===== config.mk =====
export PLATFORM = sky130hd
export DESIGN_NAME = hid_key_report_builder_core_flat
export DESIGN_NICKNAME = d
export VERILOG_FILES = /design/src/sv/hkrb_pkg.sv /design/src/sv/hkrb_in_if.sv /design/src/sv/hkrb_out_if.sv /design/src/sv/hid_key_report_builder_core.sv /design/src/flat_wrapper.sv
export SDC_FILE = /design/constraint.sdc
export NUM_CORES = 1
export LEC_CHECK = 0
export BUFFER_PORTS_ARGS = -buffer_cell sky130_fd_sc_hd__buf_2
export CORE_MARGIN = 1.5
export CORE_UTILIZATION = 40
export DETAILED_ROUTE_END_ITERATION = 7
export MAX_ROUTING_LAYER = met4
export PLACE_DENSITY = 0.67
export SLEW_MARGIN = 10
export SYNTH_ARGS = -nofsm -noshare
export SYNTH_HDL_FRONTEND = slang
export SYNTH_SLANG_ARGS = --single-unit

===== constraint.sdc =====
create_clock -name clk -period 6.1 [get_ports clk]
set_input_delay 0.305 -clock clk [delete_from_list [all_inputs] [get_ports clk]]
set_output_delay 0.305 -clock clk [all_outputs]
set_load 0.05 [all_outputs]

===== src/sv/hkrb_pkg.sv =====
`timescale 1ns / 1ps

package hkrb_pkg;

  // Number of key slots kept in the keyboard report.
  localparam int KEY_SLOT_COUNT = 6;
  localparam int SLOT_IDX_W = (KEY_SLOT_COUNT > 1) ? $clog2(KEY_SLOT_COUNT) : 1;

  // Number of slot fields shown in a result.
  localparam int SHOWN_SLOTS = 6;

  typedef enum logic [2:0] {
    FUNC_KEY_PRESS   = 3'd0,
    FUNC_KEY_RELEASE = 3'd1,
    FUNC_MEDIA_PRESS = 3'd2,
    FUNC_MEDIA_REL   = 3'd3,
    FUNC_RELEASE_ALL = 3'd4
  } func_t;

  typedef enum logic [1:0] {
    ST_SENT      = 2'd0,
    ST_WRITE_ERR = 2'd1,
    ST_UNMAPPED  = 2'd2
  } status_t;

  localparam logic [0:0] KIND_KEYBOARD = 1'b0;
  localparam logic [0:0] KIND_MEDIA    = 1'b1;

  localparam logic [7:0] CODE_RAW_BASE = 8'd136;
  localparam logic [7:0] USAGE_SHIFT_FLAG = 8'h80;
  localparam logic [7:0] USAGE_MASK = 8'h7F;
  localparam logic [7:0] LEFT_SHIFT_BIT = 8'h02;

  typedef logic [7:0] slot_array_t [KEY_SLOT_COUNT];

  // ASCII to usage; bit 7 of an entry means left shift is held too.
  localparam logic [7:0] ASCII_USAGE [128] = '{
    8'h00,8'h00,8'h00,8'h00,8'h00,8'h00,8'h00,8'h00,8'h2a,8'h2b,8'h28,8'h00,8'h00,8'h28,8'h00,8'h00,
    8'h00,8'h00,8'h00,8'h00,8'h00,8'h00,8'h00,8'h00,8'h00,8'h00,8'h00,8'h00,8'h00,8'h00,8'h00,8'h00,
    8'h2c,8'h9e,8'hb4,8'ha0,8'ha1,8'ha2,8'ha4,8'h34,8'ha6,8'ha7,8'ha5,8'hae,8'h36,8'h2d,8'h37,8'h38,
    8'h27,8'h1e,8'h1f,8'h20,8'h21,8'h22,8'h23,8'h24,8'h25,8'h26,8'hb3,8'h33,8'hb6,8'h2e,8'hb7,8'hb8,
    8'h9f,8'h84,8'h85,8'h86,8'h87,8'h88,8'h89,8'h8a,8'h8b,8'h8c,8'h8d,8'h8e,8'h8f,8'h90,8'h91,8'h92,
    8'h93,8'h94,8'h95,8'h96,8'h97,8'h98,8'h99,8'h9a,8'h9b,8'h9c,8'h9d,8'h2f,8'h31,8'h30,8'ha3,8'had,
    8'h35,8'h04,8'h05,8'h06,8'h07,8'h08,8'h09,8'h0a,8'h0b,8'h0c,8'h0d,8'h0e,8'h0f,8'h10,8'h11,8'h12,
    8'h13,8'h14,8'h15,8'h16,8'h17,8'h18,8'h19,8'h1a,8'h1b,8'h1c,8'h1d,8'haf,8'hb1,8'hb0,8'hb5,8'h00
  };

endpackage


===== src/sv/hkrb_in_if.sv =====
`timescale 1ns / 1ps

interface hkrb_in_if;
  logic        valid;
  logic        ready;
  logic [2:0]  func;
  logic [7:0]  key_code;
  logic [15:0] media_bits;

  modport source (output valid, output func, output key_code, output media_bits, input ready);
  modport sink (input valid, input func, input key_code, input media_bits, output ready);
endinterface


===== src/sv/hkrb_out_if.sv =====
`timescale 1ns / 1ps

interface hkrb_out_if;
  logic        valid;
  logic        ready;
  logic [1:0]  status;
  logic        report_kind;
  logic [7:0]  modifier_bits;
  logic [7:0]  slot_zero;
  logic [7:0]  slot_one;
  logic [7:0]  slot_two;
  logic [7:0]  slot_three;
  logic [7:0]  slot_four;
  logic [7:0]  slot_five;
  logic [15:0] media_report;

  modport source (
    output valid, output status, output report_kind, output modifier_bits,
    output slot_zero, output slot_one, output slot_two, output slot_three,
    output slot_four, output slot_five, output media_report, input ready
  );
  modport sink (
    input valid, input status, input report_kind, input modifier_bits,
    input slot_zero, input slot_one, input slot_two, input slot_three,
    input slot_four, input slot_five, input media_report, output ready
  );
endinterface


===== src/sv/hid_key_report_builder_core.sv =====
`timescale 1ns / 1ps
// An accepted request waits in the input register, then moves to the result
// register once the output is free. Throughput: one request per cycle while
// reports are taken, set by the single slot search and update pass between them.
// Requests with an unknown function code are dropped and give no report.
// Reset (rst, synchronous) empties both registers and clears the modifier
// byte, all key slots and the media bitmap.
module hid_key_report_builder_core (
  input  logic       clk,
  input  logic       rst,
  hkrb_in_if.sink    events,
  hkrb_out_if.source reports
);

  // Input register
  logic        in_valid;
  logic [2:0]  in_func;
  logic [7:0]  in_code;
  logic [15:0] in_bits;

  // Report state
  logic [7:0]           modifier;
  hkrb_pkg::slot_array_t slots;
  logic [15:0]          media;

  logic [7:0]           modifier_next;
  hkrb_pkg::slot_array_t slots_next;
  logic [15:0]          media_next;
  logic [1:0]           status_next;
  logic                 kind_next;
  logic                 known_func;

  // Result register
  logic        out_valid;
  logic [1:0]  out_status;
  logic        out_kind;
  logic [7:0]  out_modifier;
  logic [7:0]  out_slots [hkrb_pkg::SHOWN_SLOTS];
  logic [15:0] out_media;

  logic advance;
  logic out_free;

  logic [7:0] lut;
  logic [7:0] usage;
  logic [7:0] mod_mask;
  logic       unmapped;
  logic       present;
  logic       free_found;
  logic [hkrb_pkg::SLOT_IDX_W-1:0] free_idx;

  assign out_free = !out_valid || reports.ready;
  assign known_func = (in_func == hkrb_pkg::FUNC_KEY_PRESS) ||
                      (in_func == hkrb_pkg::FUNC_KEY_RELEASE) ||
                      (in_func == hkrb_pkg::FUNC_MEDIA_PRESS) ||
                      (in_func == hkrb_pkg::FUNC_MEDIA_REL) ||
                      (in_func == hkrb_pkg::FUNC_RELEASE_ALL);
  // A request with an unknown function leaves without waiting for the output.
  assign advance = in_valid && (out_free || !known_func);
  assign events.ready = !in_valid || advance;

  // Decode the key code into a usage and the modifier bits it touches.
  always_comb begin
    lut = hkrb_pkg::ASCII_USAGE[in_code[6:0]];
    usage = 8'd0;
    mod_mask = 8'd0;
    unmapped = 1'b0;
    if (in_code >= hkrb_pkg::CODE_RAW_BASE) begin
      usage = 8'(in_code - hkrb_pkg::CODE_RAW_BASE);
    end else if (in_code[7]) begin
      mod_mask = 8'(8'd1 << in_code[2:0]);
    end else if (lut == 8'd0) begin
      unmapped = 1'b1;
    end else begin
      if ((lut & hkrb_pkg::USAGE_SHIFT_FLAG) != 8'd0) begin
        mod_mask = hkrb_pkg::LEFT_SHIFT_BIT;
      end
      usage = lut & hkrb_pkg::USAGE_MASK;
    end
  end

  // Look for the usage among the slots and find the first empty one.
  always_comb begin
    present = 1'b0;
    free_found = 1'b0;
    free_idx = '0;
    for (int i = hkrb_pkg::KEY_SLOT_COUNT - 1; i >= 0; i--) begin
      if (slots[i] == usage) begin
        present = 1'b1;
      end
      if (slots[i] == 8'd0) begin
        free_found = 1'b1;
        free_idx = hkrb_pkg::SLOT_IDX_W'(i);
      end
    end
  end

  always_comb begin
    modifier_next = modifier;
    slots_next = slots;
    media_next = media;
    status_next = hkrb_pkg::ST_SENT;
    kind_next = hkrb_pkg::KIND_KEYBOARD;
    case (in_func)
      hkrb_pkg::FUNC_KEY_PRESS: begin
        if (unmapped) begin
          status_next = hkrb_pkg::ST_WRITE_ERR;
        end else begin
          // The modifier bit stays set even when no slot is free.
          modifier_next = modifier | mod_mask;
          if (!present) begin
            if (free_found) begin
              slots_next[free_idx] = usage;
            end else begin
              status_next = hkrb_pkg::ST_WRITE_ERR;
            end
          end
        end
      end
      hkrb_pkg::FUNC_KEY_RELEASE: begin
        if (unmapped) begin
          status_next = hkrb_pkg::ST_UNMAPPED;
        end else begin
          modifier_next = modifier & ~mod_mask;
          for (int i = 0; i < hkrb_pkg::KEY_SLOT_COUNT; i++) begin
            if (usage != 8'd0 && slots[i] == usage) begin
              slots_next[i] = 8'd0;
            end
          end
        end
      end
      hkrb_pkg::FUNC_MEDIA_PRESS: begin
        media_next = media | in_bits;
        kind_next = hkrb_pkg::KIND_MEDIA;
      end
      hkrb_pkg::FUNC_MEDIA_REL: begin
        media_next = media & ~in_bits;
        kind_next = hkrb_pkg::KIND_MEDIA;
      end
      hkrb_pkg::FUNC_RELEASE_ALL: begin
        modifier_next = 8'd0;
        media_next = 16'd0;
        for (int i = 0; i < hkrb_pkg::KEY_SLOT_COUNT; i++) begin
          slots_next[i] = 8'd0;
        end
      end
      default: begin
      end
    endcase
  end

  always_ff @(posedge clk) begin
    if (rst) begin
      in_valid <= 1'b0;
    end else if (events.ready) begin
      in_valid <= events.valid;
    end
    if (events.valid && events.ready) begin
      in_func <= events.func;
      in_code <= events.key_code;
      in_bits <= events.media_bits;
    end
  end

  always_ff @(posedge clk) begin
    if (rst) begin
      modifier <= 8'd0;
      media <= 16'd0;
      for (int i = 0; i < hkrb_pkg::KEY_SLOT_COUNT; i++) begin
        slots[i] <= 8'd0;
      end
    end else if (advance && known_func) begin
      modifier <= modifier_next;
      media <= media_next;
      slots <= slots_next;
    end
  end

  always_ff @(posedge clk) begin
    if (rst) begin
      out_valid <= 1'b0;
    end else if (advance && known_func) begin
      out_valid <= 1'b1;
    end else if (reports.ready) begin
      out_valid <= 1'b0;
    end
    if (advance && known_func) begin
      out_status <= status_next;
      out_kind <= kind_next;
      out_modifier <= modifier_next;
      out_media <= media_next;
      for (int i = 0; i < hkrb_pkg::SHOWN_SLOTS; i++) begin
        if (i < hkrb_pkg::KEY_SLOT_COUNT) begin
          out_slots[i] <= slots_next[i];
        end else begin
          out_slots[i] <= 8'd0;
        end
      end
    end
  end

  assign reports.valid = out_valid;
  assign reports.status = out_status;
  assign reports.report_kind = out_kind;
  assign reports.modifier_bits = out_modifier;
  assign reports.slot_zero = out_slots[0];
  assign reports.slot_one = out_slots[1];
  assign reports.slot_two = out_slots[2];
  assign reports.slot_three = out_slots[3];
  assign reports.slot_four = out_slots[4];
  assign reports.slot_five = out_slots[5];
  assign reports.media_report = out_media;

`ifndef SYNTHESIS
  // A media report is only ever sent with a clean status.
  a_kind_status: assert property (@(posedge clk) disable iff (rst)
    (reports.valid && reports.report_kind == hkrb_pkg::KIND_MEDIA) |->
      (reports.status == hkrb_pkg::ST_SENT))
    else $error("media report carries an error status");

  // Release-all leaves the modifier byte and the media bitmap clear.
  a_release_all: assert property (@(posedge clk) disable iff (rst)
    (advance && in_func == hkrb_pkg::FUNC_RELEASE_ALL) |=>
      (modifier == 8'd0 && media == 16'd0))
    else $error("release-all left state behind");

  // An unknown function never produces a report.
  a_unknown_drop: assert property (@(posedge clk) disable iff (rst)
    (advance && !known_func && !out_valid) |=> !out_valid)
    else $error("report produced for an unknown function");

  // Nothing is presented right after reset.
  a_reset_empty: assert property (@(posedge clk)
    ($past(rst) && !rst) |-> (!out_valid && !in_valid))
    else $error("registers not empty after reset");
`endif

endmodule


===== src/flat_wrapper.sv =====
// flat-port wrapper written by rule: the top's interface ports become plain ports
module hid_key_report_builder_core_flat 
  (clk, rst, events_valid, events_func, events_key_code, events_media_bits, events_ready, reports_valid, reports_status, reports_report_kind, reports_modifier_bits, reports_slot_zero, reports_slot_one, reports_slot_two, reports_slot_three, reports_slot_four, reports_slot_five, reports_media_report, reports_ready);
  hkrb_in_if events_i ();
  hkrb_out_if reports_i ();
  input  logic clk;
  input  logic rst;
  input wire logic [$bits(events_i.valid)-1:0] events_valid;
  input wire logic [$bits(events_i.func)-1:0] events_func;
  input wire logic [$bits(events_i.key_code)-1:0] events_key_code;
  input wire logic [$bits(events_i.media_bits)-1:0] events_media_bits;
  output wire logic [$bits(events_i.ready)-1:0] events_ready;
  output wire logic [$bits(reports_i.valid)-1:0] reports_valid;
  output wire logic [$bits(reports_i.status)-1:0] reports_status;
  output wire logic [$bits(reports_i.report_kind)-1:0] reports_report_kind;
  output wire logic [$bits(reports_i.modifier_bits)-1:0] reports_modifier_bits;
  output wire logic [$bits(reports_i.slot_zero)-1:0] reports_slot_zero;
  output wire logic [$bits(reports_i.slot_one)-1:0] reports_slot_one;
  output wire logic [$bits(reports_i.slot_two)-1:0] reports_slot_two;
  output wire logic [$bits(reports_i.slot_three)-1:0] reports_slot_three;
  output wire logic [$bits(reports_i.slot_four)-1:0] reports_slot_four;
  output wire logic [$bits(reports_i.slot_five)-1:0] reports_slot_five;
  output wire logic [$bits(reports_i.media_report)-1:0] reports_media_report;
  input wire logic [$bits(reports_i.ready)-1:0] reports_ready;
  assign events_i.valid = events_valid;
  assign events_i.func = events_func;
  assign events_i.key_code = events_key_code;
  assign events_i.media_bits = events_media_bits;
  assign events_ready = events_i.ready;
  assign reports_valid = reports_i.valid;
  assign reports_status = reports_i.status;
  assign reports_report_kind = reports_i.report_kind;
  assign reports_modifier_bits = reports_i.modifier_bits;
  assign reports_slot_zero = reports_i.slot_zero;
  assign reports_slot_one = reports_i.slot_one;
  assign reports_slot_two = reports_i.slot_two;
  assign reports_slot_three = reports_i.slot_three;
  assign reports_slot_four = reports_i.slot_four;
  assign reports_slot_five = reports_i.slot_five;
  assign reports_media_report = reports_i.media_report;
  assign reports_i.ready = reports_ready;
  hid_key_report_builder_core u_core (.clk(clk), .rst(rst), .events(events_i), .reports(reports_i));
endmodule

==> reports/results.ini, run 1 <==
[critical_path]
startpoint_type=register
end_kind=register
cpMaxStageDelayCell=edfxtp_1
cp_common_cell=o21ai_0
worstPathArrival_ns=5.50
path_class=register to register
max_stage_delay_ns=0.67
crit_path_cell_trace=inv_1, ha_1, mux2i_1, o21a_1, or3_4, o221ai_1, a221o_1, nand4b_1, o311ai_1, o21ai_0, o2111ai_2, nor2_2, buf_4, nand2_1, o21ai_0
worstPathRequired_ns=6.36
path_max_fanout=19

[clock_network]
cts_resized=0
cts_buffers=17
cts_root_buf=clkbuf_16
cts-hold-fix-buffers=0
cts_sinks=176
clk_pin_slew_ns=0.08
clock_path_buffers=2
htreeDepth=4
cts_tree=done
cts_setup_buffers=0
insertion_delay_ns=0.44

[routing]
routed_wirelength_um=27900
drtIter0Drc=692
routedWlPerCell_um=19.8
vias=8290
postRouteAntennaNets=0
vias_per_cell=5.87
first_pass_iters=5
route.detailed.drc=0

[pwr]
pwr-share-seq_pct=46.6
switching_share_pct=30.5
p_int_mw=1.95
netSwitchingPower_uw=857
power_frac_clock_pct=38.7
leakage_nw=3.82
p_comb_share_pct=14.7
power_density_nw_per_um2=260
vdd_drop_max_uv=234

[synthesis]
synth_seq_cells=176
syn_inst=999
post-synth-top-count-cell=nand2_1
synth_area_um2=9470
synthArstFlopShare_pct=0
synth_commonest_cells=170 x nand2_1, 102 x edfxtp_1, 74 x dfxtp_1
synth_edf_count=102
yosysUniqueCellTypes=89
postSynthAreaPerCell_um2=9.48
yosysTopAreaCell=edfxtp_1
synth_seq_area_share_pct=48.0
yosys_warnings=0
syn_nets=1039
synth.top_cell.area_share_pct=32.3
synthFlopType=edfxtp_1
yosys-top-cells-area=edfxtp_1 32%, dfxtp_1 16%, nand2_1 6.7%

[layout]
diodes=0
num-fill-cells=2234
fin_cells=1412
post-route-util_pct=46.4
areaGrowthSynthToFinish_pct=14.4
drive_gt1_share_pct=17.4
fin_nets=1120

[timing]
finalHoldViolations=0
setup_violations=0
max_freq_ghz=0.191
timing.slew.headroom_pct=29.2
worstMarginPinSlew_ns=1.06
worst_clock_skew_ns=0.0106
min_period_ns=5.24
tns_ns=0
period_share_pct=85.9
rsz0062_at_grt=false
finalMaxSlewViolations=0

[die]
io_pins=108
fp-row-count=56
die_area_um2=24600
initial_core_util_pct=40.6
fp.dieH_um=157
core_area_um2=23300
die_width_um=157

[place]
port_buffers=107
dp.cells=1380
place_congestion=0.939
dp.final_hpwl_um=19400

[grt]
antenna_found_initial=0
gr-usage-all-layers_pct=23.7
grt_pass1_vias=7781
overflow=0
grt_pass1_wl_um=43600
grt_max_degree=65

[run_status]
status=finished, final reports clean

[worst_hold_path]
min_path_type=primary input to register

[run]
maxCapViolations=0

## per-layer routing
layer  wire length (µm)  global-route usage (%)
met1              12500                    32.1
met2              12400                    35.2
met3               2310                    4.21
met4                731                    9.21
met5                  0                       -
## cell type report
cell class	count	area, µm²	area share, %
tap	319	399	3.68
timing repair buffer	125	671	6.19
multi-input combinational	732	4520	41.7
clock inverter	15	165	1.52
clock buffer	17	425	3.93
inverter	28	108	0.993
sequential	176	4540	41.9
## metrics by stage
| step | total power [mW] | worst slack (ns) | hold slack (ns) | area (µm²) |
|---|---|---|---|---|
| 2_1_floorplan | 1.63 | 1.85 | 0.404 | 9470 |
| 3_3_place_gp | 1.74 | 1.11 | 0.442 | 10200 |
| 3_5_place_dp | 1.74 | 0.984 | 0.450 | 10200 |
| 4_1_cts | 2.82 | 0.980 | 0.0199 | 10800 |
| 5_1_grt | 2.91 | 0.497 | 0.0131 | 10800 |
| 6_report | 2.81 | 0.860 | 0.0296 | 10800 |
## kinds of logic (layout without fill, tap and decap cells)
kind of cell	count (synthesis)	in the layout	share of synthesized area, %
buffers and inverters	91	185	4.27
adders and majority gates	9	9	1.19
xor gates and xnor gates	36	36	3.33
and+or+nand+nor	367	367	18.9
muxes	17	17	1.82
AOI/OAI and AO/OA	303	303	22.5
DFF	176	176	48.0
## state kept, by name, summed over array words and instances (netlist names)
signal	cells
u_core.in_bits	16
u_core.in_code	8
u_core.in_func	3
u_core.in_valid	1
u_core.media	16
u_core.modifier	8
u_core.out_slots	48
u_core.reports.media_report	16
u_core.reports.modifier_bits	8
u_core.reports.report_kind	1
u_core.reports.status	2
u_core.reports.valid	1
u_core.slots	48
## cell usage in the layout (no fill, tap or decap), types with 17 or more instances in the layout
master	netlist	layout
clkbuf_16	0	17
nor3_1	18	18
nand2_1	170	170
a21oi_1	66	66
buf_2	14	107
o21ai_0	57	57
a21boi_0	18	18
nor4_1	18	18
dfxtp_1	74	74
nor2_1	48	48
buf_4	8	18
xnor2_1	27	27
inv_1	25	25
edfxtp_1	102	102
## worst paths after layout
path,from,end,slack [ns],cells past startpoint
worst min-delay path,events_media_bits[4],u_core.in_bits[4]$_DFFE_PP_,0.03,1
worst min register to register,u_core.modifier[1]$_SDFFE_PP0P_,u_core.modifier[1]$_SDFFE_PP0P_,0.46,2
worst max-delay path,u_core.in_code[1]$_DFFE_PP_,u_core.out_slots[4][7]$_DFFE_PP_,0.86,15
worst max register to register,u_core.in_code[1]$_DFFE_PP_,u_core.out_slots[4][7]$_DFFE_PP_,0.86,15
## worst max-delay path: cells and delay by family (launching register included)
family | cells | cell delay, ns
compound gates | 7 | 2.13
fa+ha+maj | 1 | 0.44
buf+inv | 2 | 0.54
flops | 1 | 0.67
mux | 1 | 0.10
simple gates | 4 | 1.17
## power groups by stage
stage / Combinational (mW) / Sequential [mW] / Clock, mW
6_report: 0.412 / 1.31 / 1.09
5_1_grt: 0.442 / 1.31 / 1.16
3_5_place_dp: 0.404 / 1.34 / 0
3_3_place_gp: 0.405 / 1.34 / 0
2_1_floorplan: 0.241 / 1.39 / 0
4_1_cts: 0.406 / 1.31 / 1.10
(Power assumes the default switching activity.)
==> inputs of run 2 (changes only) <==
- BUFFER_PORTS_ARGS: -buffer_cell sky130_fd_sc_hd__buf_2 -> -buffer_cell sky130_fd_sc_hd__buf_4
- CORE_UTILIZATION: 40 -> 50
- PLACE_DENSITY: 0.67 -> 0.79
==> reports/results.ini, run 2 (same netlist as run 1, synthesis figures left out) <==
[run_status]
status=finished, final reports clean

[pwr]
netSwitchingPower_uw=870  ; +1.6%
p_comb_share_pct=14.7  ; about the same
pwr-share-seq_pct=45.5  ; -1.1 points
power_density_nw_per_um2=262  ; +0.97%
vdd_drop_max_uv=221  ; -5.6%
p_int_mw=2.02  ; +3.3%
power_frac_clock_pct=39.8  ; +1.1 points
leakage_nw=3.93  ; +2.8%
switching_share_pct=30.1  ; -0.37 points

[layout]
diodes=0  ; unchanged
fin_cells=1326  ; -6.1%
final_cell_mix=170 x nand2_1, 124 x buf_4, 102 x edfxtp_1
post-route-util_pct=59.2  ; +13 points
areaGrowthSynthToFinish_pct=16.5
fin_nets=1119  ; -0.089%
reg_top3=u_core.out_slots: 48 flops, u_core.slots: 48 flops
final_area_um2=11000  ; +1.8%
drive_gt1_share_pct=17.3  ; -0.076 points
layout_commonest_cell=nand2_1

[routing]
first_pass_iters=6  ; +1
routedWlPerCell_um=21.1  ; +7.0%
drtIter0Drc=807  ; +17%
postRouteAntennaNets=0  ; unchanged
routed_wirelength_um=28000  ; +0.44%
vias_per_cell=6.27  ; +6.7%
vias=8309  ; +0.23%
route.detailed.drc=0  ; unchanged

[timing]
finalHoldViolations=0  ; unchanged
finalMaxSlewViolations=0  ; unchanged
rsz0062_at_grt=false
period_share_pct=90.0  ; +4.1 points
tns_ns=0  ; unchanged
max_freq_ghz=0.182  ; -4.6%
setup_violations=0  ; unchanged
min_period_ns=5.49  ; +0.253 ns
worst_clock_skew_ns=0.0154  ; +0.00480 ns
worstMarginPinSlew_ns=1.20  ; +0.140 ns
timing.slew.headroom_pct=20.3  ; -8.9 points

[clock_network]
cts_resized=0  ; unchanged
cts_root_buf=clkbuf_16
insertion_delay_ns=0.44  ; about the same
cts_tree=done
cts-hold-fix-buffers=0  ; unchanged
htreeDepth=4  ; unchanged
cts_buffers=17  ; unchanged
cts_setup_buffers=0  ; unchanged
clock_path_buffers=2  ; unchanged
clk_pin_slew_ns=0.08  ; about the same
cts_sinks=176  ; unchanged

[die]
io_pins=108  ; unchanged
die_width_um=141  ; -10%
initial_core_util_pct=50.8  ; +10 points
die_area_um2=19800  ; -20%
core_area_um2=18600  ; -20%
fp-row-count=50  ; -11%
fp.dieH_um=141  ; -10%

[critical_path]
max_stage_delay_ns=0.84  ; +0.17 ns
cpMaxStageDelayCell=nor2_2
worstPathRequired_ns=6.48  ; +0.12 ns
crit_family=simple AND/OR/NAND/NOR gates
crit_path_cell_trace=inv_1, ha_1, mux2i_1, o21a_1, or3_4, o221ai_1, a221o_1, nand4b_1, o311ai_1, nor3_1, o2111ai_2, nor2_2, nor4b_2, a22o_1
critPathBufInv=1  ; -1
end_kind=register
startpoint_type=register
path_class=register to register
worstPathArrival_ns=5.87  ; +0.37 ns
path_max_fanout=23  ; +4

[grt]
grt_max_degree=62  ; -4.6%
grt_pass1_wl_um=43500  ; -0.35%
overflow=0  ; unchanged
gr-usage-all-layers_pct=29.2  ; +5.5 points
antenna_found_initial=0  ; unchanged
grt_pass1_vias=7806  ; +0.32%

[place]
dp.final_hpwl_um=19300  ; -0.19%
placed_area_um2=10400  ; +1.5%
dp.cells=1294  ; -6.2%
port_buffers=107  ; unchanged
place_congestion=0.970  ; +3.2%

[run]
maxCapViolations=0  ; unchanged

[worst_hold_path]
min_path_type=primary input to register

[run 2: cell types whose count changed in the layout (fill, tap and decap cells not counted), moves of 2 or more]
cell,change
buf_2,-107
buf_4,+106
inv_12,+2
inv_8,-2
[run 2: worst paths after layout]
kind | start | end | slack [ns] | cells past startpoint
worst max-delay path | u_core.in_code[0]$_DFFE_PP_ | u_core.slots[2]$_SDFFE_PP0P_ | 0.61 | 14
worst min-delay path | events_media_bits[5] | u_core.in_bits[5]$_DFFE_PP_ | 0.03 | 1
worst max register to register | u_core.in_code[0]$_DFFE_PP_ | u_core.slots[2]$_SDFFE_PP0P_ | 0.61 | 14
worst min register to register | u_core.modifier[1]$_SDFFE_PP0P_ | u_core.modifier[1]$_SDFFE_PP0P_ | 0.46 | 2
[run 2: routing by layer]
| layer | part of all wire [%] | vias to the layer above | GRT usage [%] |
|---|---|---|---|
| met5 | 0 | - | - |
| met4 | 3.6 | 0 | 12.2 |
| met3 | 7.4 | 72 | 4.69 |
| met2 | 46 | 410 | 44.2 |
| met1 | 43 | 3937 | 39.0 |
| li1 | - | 3890 | - |
[run 2: stage by stage]
stage          power (mW)  worst slack [ns]  hold WS, ns
2_1_floorplan        1.63              1.85        0.404
3_3_place_gp         1.75             0.927        0.443
3_5_place_dp         1.76             0.820        0.448
4_1_cts              2.89             0.758       0.0291
5_1_grt              2.97             0.210       0.0272
6_report             2.89             0.608       0.0321
[run 2: layout make-up]
cell class | instances | area (µm²)
multi-input combinational | 732 | 4520
tap | 234 | 293
inverter | 28 | 108
sequential | 176 | 4540
clock buffer | 17 | 425
timing repair buffer | 124 | 931
fill | 1584 | 7610
clock inverter | 15 | 208
[run 2: power by group through the flow]
stage | clock network (mW) | logic, mW | registers [mW]
after global routing | 1.20 | 0.451 | 1.32
after detailed placement | 0 | 0.414 | 1.34
after floorplan | 0 | 0.241 | 1.39
after CTS | 1.16 | 0.417 | 1.32
final | 1.15 | 0.424 | 1.32
after global placement | 0 | 0.413 | 1.34
[run 2: worst reg2reg max path, stage by stage (launching register included)]
cell       delay, ns
edfxtp_1        0.63
inv_1           0.25
ha_1            0.47
mux2i_1         0.11
o21a_1          0.19
or3_4           0.40
o221ai_1        0.54
a221o_1         0.31
nand4b_1        0.12
o311ai_1        0.12
nor3_1          0.38
o2111ai_2       0.22
nor2_2          0.84
nor4b_2         0.64
a22o_1          0.22
==> inputs of run 3 (changes only) <==
- CELL_PAD_IN_SITES_DETAIL_PLACEMENT: unset -> 0
- CELL_PAD_IN_SITES_GLOBAL_PLACEMENT: unset -> 2
- CORE_UTILIZATION: 50 -> 37
- PLACE_DENSITY: 0.79 -> 0.89
==> reports/results.ini, run 3 (same netlist as run 1, synthesis figures left out) <==
[routing]
vias_per_cell=5.73  ; -8.5%
postRouteAntennaNets=0  ; unchanged
vias=8157  ; -1.8%
routed_wirelength_um=28500  ; +1.7%
first_pass_iters=5  ; -1
route.detailed.drc=0  ; unchanged
routedWlPerCell_um=20.0  ; -5.2%
drtIter0Drc=654  ; -19%

[grt]
grt_pass1_vias=7647  ; -2.0%
gr-usage-all-layers_pct=22.2  ; -6.9 points
grt_pass1_wl_um=44000  ; +1.2%
grt_max_degree=65  ; +4.8%
overflow=0  ; unchanged
antenna_found_initial=0  ; unchanged

[layout]
drive_gt1_share_pct=17.4  ; +0.076 points
diodes=0  ; unchanged
reg_top3=u_core.out_slots: 48 flops, u_core.slots: 48 flops
num-fill-cells=2434  ; +54%
areaGrowthSynthToFinish_pct=17.5
post-route-util_pct=44.2  ; -15 points
seqCellArea_um2=4540  ; unchanged
multiInputGateArea_um2=4520  ; unchanged
final_area_um2=11100  ; +0.84%
fin_nets=1120  ; +0.089%
final_cell_mix=170 x nand2_1, 125 x buf_4, 102 x edfxtp_1
layout_commonest_cell=nand2_1

[timing]
worstMarginPinSlew_ns=1.01  ; -0.183 ns
worst_clock_skew_ns=0.0120  ; -0.00342 ns
finalMaxSlewViolations=0  ; unchanged
max_freq_ghz=0.188  ; +3.0%
timing.slew.headroom_pct=32.5  ; +12 points
finalHoldViolations=0  ; unchanged
setup_violations=0  ; unchanged
tns_ns=0  ; unchanged
min_period_ns=5.33  ; -0.160 ns
rsz0062_at_grt=false
finalWorstSetupSlack_ns=0.768  ; +0.160 ns
period_share_pct=87.4  ; -2.6 points

[critical_path]
rr_worst_depth=15  ; +1
max_stage_delay_ns=0.69  ; -0.15 ns
crit_path_cell_trace=inv_1, ha_1, mux2i_1, o21a_1, or3_4, o221ai_1, a221o_1, nand4b_1, o311ai_1, nor3_1, o2111ai_2, nor2_2, buf_4, nand2_1, o21ai_0
path_max_fanout=19  ; -17%
critPathBufInv=2  ; +1
worstPathArrival_ns=5.60  ; -0.27 ns
end_kind=register
path_class=register to register
cpMaxStageDelayCell=edfxtp_1
worstPathRequired_ns=6.37  ; -0.11 ns
path_depth=15  ; +1
startpoint_type=register
crit_family=compound AO/OA/AOI/OAI gates

[die]
die_area_um2=26600  ; +34%
die_width_um=163  ; +16%
io_pins=108  ; unchanged
core_area_um2=25200  ; +35%
fp.dieH_um=163  ; +16%
fp-row-count=58  ; +16%
initial_core_util_pct=37.6  ; -13 points

[run_status]
status=finished, final reports clean

[clock_network]
cts_setup_buffers=0  ; unchanged
clock_path_buffers=2  ; unchanged
cts_buffers=17  ; unchanged
htreeDepth=4  ; unchanged
cts_sinks=176  ; unchanged
cts_tree=done
insertion_delay_ns=0.44  ; about the same
cts-hold-fix-buffers=0  ; unchanged
cts_resized=0  ; unchanged
clk_pin_slew_ns=0.08  ; about the same
cts_root_buf=clkbuf_16

[pwr]
power_mw=2.85  ; -1.2%
leakage_nw=3.92  ; -0.28%
vdd_drop_max_uv=183  ; -17%
power_density_nw_per_um2=257  ; -2.0%

[worst_hold_path]
hold_depth=1  ; unchanged
min_path_type=primary input to register

[run]
maxCapViolations=0  ; unchanged

[place]
dp.final_hpwl_um=19800  ; +2.4%
place_congestion=0.904  ; -6.8%
placed_area_um2=10500  ; +1.2%
place_ws_ns=0.951  ; +0.131 ns
port_buffers=107  ; unchanged

-- run 3: power breakdown --
part | total, mW | internal (mW) | switching, mW
registers | 1.32 | 1.29 | 0.0291
logic | 0.426 | 0.133 | 0.294
clock network | 1.11 | 0.585 | 0.528
-- run 3: worst register-to-register path, cell delays in order (launching register included) --
cell and delay (ns):
edfxtp_1 0.69, inv_1 0.22, ha_1 0.50, mux2i_1 0.12, o21a_1 0.20, or3_4 0.39, o221ai_1 0.56, a221o_1 0.32
nand4b_1 0.13, o311ai_1 0.13, nor3_1 0.37, o2111ai_2 0.24, nor2_2 0.46, buf_4 0.34, nand2_1 0.23, o21ai_0 0.24
-- run 3: layout make-up --
cell class                 count  area share, %
timing repair buffer         125           8.44
inverter                      28          0.967
sequential                   176           40.9
clock buffer                  17           3.82
clock inverter                15           1.55
tap                          330           3.71
multi-input combinational    732           40.6
-- run 3: through the flow --
step | hold WS [ns] | instances
after global placement | 0.440 | 1391
after global routing | 0.0197 | 1423
after detailed placement | 0.451 | 1391
after floorplan | 0.404 | 999
final | 0.0330 | 1423
after CTS | 0.0205 | 1423
-- run 3: path summary, 6_finish.rpt --
| kind | start | endpoint | slack, ns |
|---|---|---|---|
| setup reg to reg | u_core.in_code[1]$_DFFE_PP_ | u_core.out_slots[4][2]$_DFFE_PP_ | 0.77 |
| hold reg to reg | u_core.modifier[1]$_SDFFE_PP0P_ | u_core.modifier[1]$_SDFFE_PP0P_ | 0.46 |
| hold / removal | events_func[0] | u_core.in_func[0]$_DFFE_PP_ | 0.03 |
| setup / recovery | u_core.in_code[1]$_DFFE_PP_ | u_core.out_slots[4][2]$_DFFE_PP_ | 0.77 |
-- run 3: layer usage --
| layer | global-route usage [%] | share of wire (%) | vias up |
|---|---|---|---|
| li1 | - | - | 3884 |
| met1 | 29.9 | 46 | 3942 |
| met2 | 34.3 | 46 | 291 |
| met3 | 3.79 | 6.0 | 40 |
| met4 | 6.84 | 2.0 | 0 |
| met5 | - | 0 | - |
